## src/rtl/bdq_pkg.sv

```systemverilog
`default_nettype none

package bdq_pkg;

  // default store depth
  localparam int DEPTH_DEF = 16;

  // fixed field widths
  localparam int OP_W     = 3;
  localparam int VAL_W    = 32;
  localparam int STAT_W   = 2;
  localparam int POS_W    = 4;
  localparam int CNT_W    = 5;

  // operation codes
  localparam logic [OP_W-1:0] OP_PUSH_FRONT = 3'd0;
  localparam logic [OP_W-1:0] OP_PUSH_BACK  = 3'd1;
  localparam logic [OP_W-1:0] OP_POP_FRONT  = 3'd2;
  localparam logic [OP_W-1:0] OP_POP_BACK   = 3'd3;
  localparam logic [OP_W-1:0] OP_FIND       = 3'd4;
  localparam logic [OP_W-1:0] OP_CLEAR      = 3'd5;

  // status codes
  localparam logic [STAT_W-1:0] ST_OK    = 2'd0;
  localparam logic [STAT_W-1:0] ST_FULL  = 2'd1;
  localparam logic [STAT_W-1:0] ST_EMPTY = 2'd2;

  typedef struct packed {
    logic [OP_W-1:0]         op;
    logic signed [VAL_W-1:0] value;
  } in_word_t;

  typedef struct packed {
    logic [STAT_W-1:0]       status;
    logic                    hit;
    logic [POS_W-1:0]        position;
    logic [CNT_W-1:0]        count;
    logic                    is_empty;
    logic signed [VAL_W-1:0] back_value;
  } out_word_t;

  // sequencer states
  typedef enum logic [2:0] {
    S_IDLE,
    S_EXEC,
    S_FIND,
    S_BACK,
    S_BACK_WAIT,
    S_OUT
  } state_t;

endpackage

`default_nettype wire

```

## src/rtl/bdq_ram.sv

```systemverilog
`default_nettype none

module bdq_ram #(
  parameter int WIDTH = 32,
  parameter int DEPTH = 16
) (
  input  wire logic                     clk,
  input  wire logic                     we,
  input  wire logic [$clog2(DEPTH)-1:0] waddr,
  input  wire logic [WIDTH-1:0]         wdata,
  input  wire logic                     re,
  input  wire logic [$clog2(DEPTH)-1:0] raddr,
  output logic      [WIDTH-1:0]         rdata
);

  logic [WIDTH-1:0] mem_r [DEPTH];

  // one write port, one registered read port
  always_ff @(posedge clk) begin
    if (we) begin
      mem_r[waddr] <= wdata;
    end
    if (re) begin
      rdata <= mem_r[raddr];
    end
  end

endmodule

`default_nettype wire

```

## src/rtl/bounded_deque_with_search.sv

```systemverilog
// Flow: an input word is taken in S_IDLE and applied in S_EXEC; the back entry is read
//   in S_BACK, the result word is built in S_BACK_WAIT and offered in S_OUT. A find runs
//   S_FIND between S_EXEC and S_BACK, one store read per entry up to the first hit, and skips it on an empty store.
// One word at a time: the next input word is taken the cycle after the result word leaves,
//   and S_OUT holds the result word while out_stall is high.
// Reset: synchronous, active low; the deque comes up empty, store contents undefined.
`default_nettype none

module bounded_deque_with_search
  import bdq_pkg::*;
#(
  parameter int DEPTH = DEPTH_DEF
) (
  input  wire logic      clk,
  input  wire logic      rst_n,
  input  wire logic      in_valid,
  output logic           in_stall,
  input  wire in_word_t  in_data,
  output logic           out_valid,
  input  wire logic      out_stall,
  output out_word_t      out_data
);

  localparam int AW = $clog2(DEPTH);
  localparam int CW = $clog2(DEPTH + 1);
  localparam int SW = CW + 1;
  localparam logic [CW-1:0] DEPTH_C = CW'(DEPTH);
  localparam logic [SW-1:0] DEPTH_S = SW'(DEPTH);
  localparam logic [AW-1:0] LAST_A  = AW'(DEPTH - 1);

  // control state
  state_t           state_r, state_nxt;
  logic [AW-1:0]    front_r, front_nxt;
  logic [CW-1:0]    occ_r, occ_nxt;
  logic [CW-1:0]    rd_idx_r, rd_idx_nxt;
  logic             cmp_vld_r, cmp_vld_nxt;

  // item and result payload
  logic [OP_W-1:0]  op_r, op_nxt;
  logic [VAL_W-1:0] value_r, value_nxt;
  logic [CW-1:0]    cmp_idx_r, cmp_idx_nxt;
  logic             hit_r, hit_nxt;
  logic [CW-1:0]    pos_r, pos_nxt;
  logic [STAT_W-1:0] status_r, status_nxt;
  out_word_t        out_r, out_nxt;

  // store port
  logic             ram_we, ram_re;
  logic [AW-1:0]    ram_waddr, ram_raddr;
  logic [VAL_W-1:0] ram_wdata, ram_rdata;

  logic             match;
  logic             find_done;

  // circular slot: base + offset wrapped at DEPTH (sum stays below 2*DEPTH)
  function automatic logic [AW-1:0] slot(input logic [AW-1:0] base,
                                         input logic [CW-1:0] off);
    logic [SW-1:0] sum;
    begin
      sum = SW'(base) + SW'(off);
      if (sum >= DEPTH_S) begin
        sum = sum - DEPTH_S;
      end
      slot = sum[AW-1:0];
    end
  endfunction

  bdq_ram #(
    .WIDTH (VAL_W),
    .DEPTH (DEPTH)
  ) u_ram (
    .clk   (clk),
    .we    (ram_we),
    .waddr (ram_waddr),
    .wdata (ram_wdata),
    .re    (ram_re),
    .raddr (ram_raddr),
    .rdata (ram_rdata)
  );

  // shared compare unit: entry read last cycle against the search key
  assign match     = cmp_vld_r && (ram_rdata == value_r);
  assign find_done = match || (cmp_vld_r && (cmp_idx_r == occ_r - CW'(1)));

  // next state
  always_comb begin
    state_nxt = state_r;
    case (state_r)
      S_IDLE: begin
        if (in_valid) begin
          state_nxt = S_EXEC;
        end
      end
      S_EXEC: begin
        if (op_r == OP_FIND && occ_r != '0) begin
          state_nxt = S_FIND;
        end else begin
          state_nxt = S_BACK;
        end
      end
      S_FIND: begin
        if (find_done) begin
          state_nxt = S_BACK;
        end
      end
      S_BACK:      state_nxt = S_BACK_WAIT;
      S_BACK_WAIT: state_nxt = S_OUT;
      S_OUT: begin
        if (!out_stall) begin
          state_nxt = S_IDLE;
        end
      end
      default:     state_nxt = S_IDLE;
    endcase
  end

  // handshake outputs
  always_comb begin
    in_stall  = (state_r != S_IDLE);
    out_valid = (state_r == S_OUT);
  end
  assign out_data = out_r;

  // datapath and store control
  always_comb begin
    front_nxt   = front_r;
    occ_nxt     = occ_r;
    rd_idx_nxt  = rd_idx_r;
    cmp_vld_nxt = 1'b0;
    cmp_idx_nxt = cmp_idx_r;
    op_nxt      = op_r;
    value_nxt   = value_r;
    hit_nxt     = hit_r;
    pos_nxt     = pos_r;
    status_nxt  = status_r;
    out_nxt     = out_r;
    ram_we      = 1'b0;
    ram_waddr   = '0;
    ram_wdata   = value_r;
    ram_re      = 1'b0;
    ram_raddr   = slot(front_r, rd_idx_r);

    case (state_r)
      S_IDLE: begin
        if (in_valid) begin
          op_nxt    = in_data.op;
          value_nxt = in_data.value;
        end
      end

      // apply the operation to pointers and store
      S_EXEC: begin
        hit_nxt    = 1'b0;
        pos_nxt    = '0;
        status_nxt = ST_OK;
        rd_idx_nxt = '0;
        case (op_r)
          OP_PUSH_FRONT: begin
            if (occ_r == DEPTH_C) begin
              status_nxt = ST_FULL;
            end else begin
              front_nxt = (front_r == '0) ? LAST_A : front_r - AW'(1);
              ram_we    = 1'b1;
              ram_waddr = (front_r == '0) ? LAST_A : front_r - AW'(1);
              occ_nxt   = occ_r + CW'(1);
            end
          end
          OP_PUSH_BACK: begin
            if (occ_r == DEPTH_C) begin
              status_nxt = ST_FULL;
            end else begin
              ram_we    = 1'b1;
              ram_waddr = slot(front_r, occ_r);
              occ_nxt   = occ_r + CW'(1);
            end
          end
          OP_POP_FRONT: begin
            if (occ_r == '0) begin
              status_nxt = ST_EMPTY;
            end else begin
              front_nxt = slot(front_r, CW'(1));
              occ_nxt   = occ_r - CW'(1);
            end
          end
          OP_POP_BACK: begin
            if (occ_r == '0) begin
              status_nxt = ST_EMPTY;
            end else begin
              occ_nxt = occ_r - CW'(1);
            end
          end
          OP_CLEAR: begin
            front_nxt = '0;
            occ_nxt   = '0;
          end
          default: begin
          end
        endcase
      end

      // linear search: one read issued and one compare per cycle
      S_FIND: begin
        if (rd_idx_r != occ_r && !find_done) begin
          ram_re      = 1'b1;
          cmp_vld_nxt = 1'b1;
          cmp_idx_nxt = rd_idx_r;
          rd_idx_nxt  = rd_idx_r + CW'(1);
        end
        if (match) begin
          hit_nxt = 1'b1;
          pos_nxt = cmp_idx_r;
        end
      end

      // fetch the back entry
      S_BACK: begin
        ram_re    = (occ_r != '0);
        ram_raddr = slot(front_r, occ_r - CW'(1));
      end

      // build the result word
      S_BACK_WAIT: begin
        out_nxt.status     = status_r;
        out_nxt.hit        = hit_r;
        out_nxt.position   = POS_W'(pos_r);
        out_nxt.count      = CNT_W'(occ_r);
        out_nxt.is_empty   = (occ_r == '0);
        out_nxt.back_value = (occ_r != '0) ? ram_rdata : '0;
      end

      S_OUT: begin
      end

      default: begin
      end
    endcase
  end

  // control registers
  always_ff @(posedge clk) begin
    if (!rst_n) begin
      state_r   <= S_IDLE;
      front_r   <= '0;
      occ_r     <= '0;
      rd_idx_r  <= '0;
      cmp_vld_r <= 1'b0;
    end else begin
      state_r   <= state_nxt;
      front_r   <= front_nxt;
      occ_r     <= occ_nxt;
      rd_idx_r  <= rd_idx_nxt;
      cmp_vld_r <= cmp_vld_nxt;
    end
  end

  // payload registers
  always_ff @(posedge clk) begin
    op_r      <= op_nxt;
    value_r   <= value_nxt;
    cmp_idx_r <= cmp_idx_nxt;
    hit_r     <= hit_nxt;
    pos_r     <= pos_nxt;
    status_r  <= status_nxt;
    out_r     <= out_nxt;
  end

endmodule

`default_nettype wire

```

## config.mk

```make
export PLATFORM = sky130hd
export DESIGN_NAME = bounded_deque_with_search
export DESIGN_NICKNAME = d
export VERILOG_FILES = /design/src/rtl/bdq_pkg.sv /design/src/rtl/bdq_ram.sv /design/src/rtl/bounded_deque_with_search.sv
export SDC_FILE = /design/constraint.sdc
export NUM_CORES = 1
export LEC_CHECK = 0
export BUFFER_PORTS_ARGS = -buffer_cell sky130_fd_sc_hd__clkbuf_2
export CAP_MARGIN = 10
export CELL_PAD_IN_SITES_DETAIL_PLACEMENT = 0
export CELL_PAD_IN_SITES_GLOBAL_PLACEMENT = 1
export CORE_UTILIZATION = 30
export CTS_CLUSTER_DIAMETER = 150
export CTS_CLUSTER_SIZE = 24
export DETAILED_ROUTE_END_ITERATION = 16
export PLACE_DENSITY_LB_ADDON = 0.08
export SLEW_MARGIN = 20
export SYNTH_ARGS = -nofsm -noshare
export SYNTH_HDL_FRONTEND = slang
export SYNTH_HIERARCHICAL = 1
export SYNTH_SLANG_ARGS = --single-unit
```

## constraint.sdc

```tcl
create_clock -name clk -period 4.3 [get_ports clk]
set_input_delay 0.43 -clock clk [delete_from_list [all_inputs] [get_ports clk]]
set_output_delay 0.43 -clock clk [all_outputs]
set_load 0.01 [all_outputs]
```

==> impl_metrics.toml <==
[run_status]
outcome = "complete, no violations"

[worst_hold_path]
worstHoldPathCells = 5
hp-class = "input port to register"
hp-start = "out_stall"

[drt]
vias = 12300
drt_iter0_drc = 874
via_per_inst = 4.77
ant_nets = 0
firstDrtPassIters = 5
routed_wl_um = 66500
drc = 0
wire_per_inst_um = 25.9

[sta]
clock_skew_ps = 26.7
min_period_over_period_pct = 89.0
final.setup.tns_ps = 0
max_freq_mhz = 261
setup_viol = 0
finalHoldViolations = 0
relSlewSlack_pct = 31.0
rsz0062_at_grt = "no"
finalMaxSlewViolations = 0
finalHoldWorstSlack_ps = 164
fin_ws_ps = 473
period_needed_ps = 3830
worstMarginPinSlew_ps = 1030

[finish]
final_common_cell = "edfxtp_1"
fin_cells = 2569
syn2layout_area_growth_pct = 14.7
fill_cells = 7885
layout.nets = 1462
layout_common_cells = "edfxtp_1, mux4_2, clkbuf_2, a22oi_1, nand2_1"
drive_gt1_share_pct = 25.5
postLayoutCellArea_um2 = 29100

[place]
portBuffers = 85
dpl.cell_count = 2474
place_hpwl_um = 39300
dp_worst_setup_slack_ps = 472
place_area_um2 = 27800
place_congestion = 0.707

[floorplan]
die_x_um = 293
dieArea_um2 = 85600
initial_core_util_pct = 30.3
row_count = 106
ios = 86
dieHeight_um = 293
coreArea_um2 = 83700

[yosys]
synth_top_family_by_area = "multiplexers"
muxShareOfSynthArea_pct = 11.5
synthFlopType = "edfxtp_1"
yosys_warnings = 6
synth_compound_area_share_pct = 3.65
ys_ff_latch = 654
synth_edf_count = 636
synth_fp_nets = 1301
synth-simple-area-share_pct = 4.07
synthAdderAreaFrac_pct = 0.750
seq_area_frac_synth_pct = 76.8
synth_xor_area_share_pct = 1.83
synth.avg_cell_area_um2 = 20.3
syn-instance-count = 1248
yosysUniqueCellTypes = 61
ys_async_sr_fraction_pct = 0
syn_area_um2 = 25300

[setup_path]
required_ps = 4690
slowest_stage = "fa_4"
startpoint = "state_r[0]"
crit_arrival_ps = 4220
crit_top_cell = "nand2_1"
rr_worst_depth = 9
r2r-start = "state_r[0]"
startpoint_type = "register"
path_max_fanout = 36
critPathCaptureType = "register"
critPathKind = "register to register"
cpPeakStageDelay_ps = 980
path_cells = "nand3b_1 > nand2_1 > o21ai_0 > ha_4 > fa_4 > buf_12 > mux4_2 > a22oi_1 > nand2_1"

[clocking]
clock_path_buffers = 3
clk_latency_ps = 650
cts.sinks = 654
cts_tree = "yes"
cts_resized = 0
cts_root_buffer = "clkbuf_16"
numCtsBuffers = 31
htreeDepth = 1
clkSlewWorstSetupHoldPaths_ps = 90

[pwr]
power_density_nw_per_um2 = 525
max-vdd-ir-drop_mv = 0.312
power_leakage_nw = 8.99

[global_route]
grt_pass1_wl_um = 95300
first_global_vias = 12800
grt_max_degree = 47
antenna_found_initial = 2
grt-ovfl-total = 0
grt.total_usage_pct = 15.6

[job]
max-cap-violations = 0
-- path summary, 6_finish.rpt --
path / to / slack (ps)
setup reg to reg: u_ram/rdata[7] / 470
hold / removal: state_r[0] / 160
hold reg to reg: out_data[44] / 430
setup / recovery: u_ram/rdata[7] / 470
-- where the power goes --
part	internal, mW	switching, mW	leakage, nW
sequential	7.62	0.324	5.90
clock	1.38	2.00	0.428
combinational	1.71	2.23	2.66
-- area by class of cell --
cell class	count	area, um^2	share of cell area (%)
repair buffers	192	1520	5.23
flip-flops and latches	654	19500	66.9
well taps	1134	1420	4.88
diodes	1	2.50	0.00861
inverters	12	45.0	0.155
multi-input cells	518	5730	19.7
clock inverters	4	33.8	0.116
clock buffers	54	862	2.97
-- routing by layer --
| metal | GRT usage, % | vias to the layer above | share of wire, % |
|---|---|---|---|
| met5 | 0 | - | 0 |
| li1 | - | 5374 | - |
| met1 | 22.0 | 6635 | 46 |
| met3 | 1.51 | 48 | 2.8 |
| met4 | 2.55 | 0 | 1.2 |
| met2 | 26.4 | 209 | 50 |
-- timing repair --
item	in CTS	in global routing
endpoints found under the hold margin	35	0
hold buffers	35	0
buffers inserted	0	0
-- cells in the mapped netlist (7+ instances only) --
library cell | instances | share of area, %
a21oi_1 | 24 | 0.47
nor2_1 | 31 | 0.46
buf_1 | 10 | 0.15
a22oi_1 | 65 | 1.9
nand2_1 | 56 | 0.83
o21ai_0 | 11 | 0.22
nand3_1 | 9 | 0.18
nor4_1 | 7 | 0.17
ha_1 | 12 | 0.59
mux4_2 | 128 | 11
dfxtp_1 | 18 | 1.4
xor2_1 | 39 | 1.3
buf_2 | 11 | 0.22
inv_1 | 11 | 0.16
edfxtp_1 | 636 | 75
nor2b_1 | 36 | 0.89
nor3_1 | 12 | 0.24
and2_1 | 8 | 0.20
clkbuf_1 | 28 | 0.41
xnor2_1 | 14 | 0.48
buf_4 | 11 | 0.33
-- registers in the layout (all words and copies together) (netlist names) --
| signal | flops |
|---|---|
| occ_r | 5 |
| u_ram/rdata | 32 |
| pos_r | 4 |
| ram_wdata | 32 |
| op_r | 3 |
| state_r | 3 |
| u_ram/mem_r | 512 |
| out_data | 45 |
| status_r | 2 |
| rd_idx_r | 5 |
| front_r | 4 |
| hit_r | 1 |
| cmp_vld_r | 1 |
| cmp_idx_r | 5 |
-- worst max-delay path, delay by kind of cell, from the launching register on --
| family | cells | cell delay, ps |
|---|---|---|
| mux | 1 | 350 |
| buf+inv | 1 | 290 |
| compound gates | 2 | 540 |
| flops | 1 | 550 |
| simple gates | 3 | 630 |
| fa+ha+maj | 2 | 1190 |
-- stage by stage --
step / utilization (%) / power, mW
2_1_floorplan: - / 10.6
3_3_place_gp: 33.2 / 12.2
3_5_place_dp: 33.2 / 12.2
4_1_cts: 34.7 / 15.6
5_1_grt: 34.7 / 16.0
6_report: 34.7 / 15.3
-- logic make-up (layout without fill, tap and decap cells) --
family | count (synthesis) | in the layout
xor gates and xnor gates | 53 | 53
and+or+nand+nor | 191 | 191
adders and majority gates | 14 | 14
muxes | 130 | 130
DFF | 654 | 654
AOI/OAI and AO/OA | 130 | 130
buffers and inverters | 76 | 262
other | 0 | 1
(Power assumes the default switching activity.)
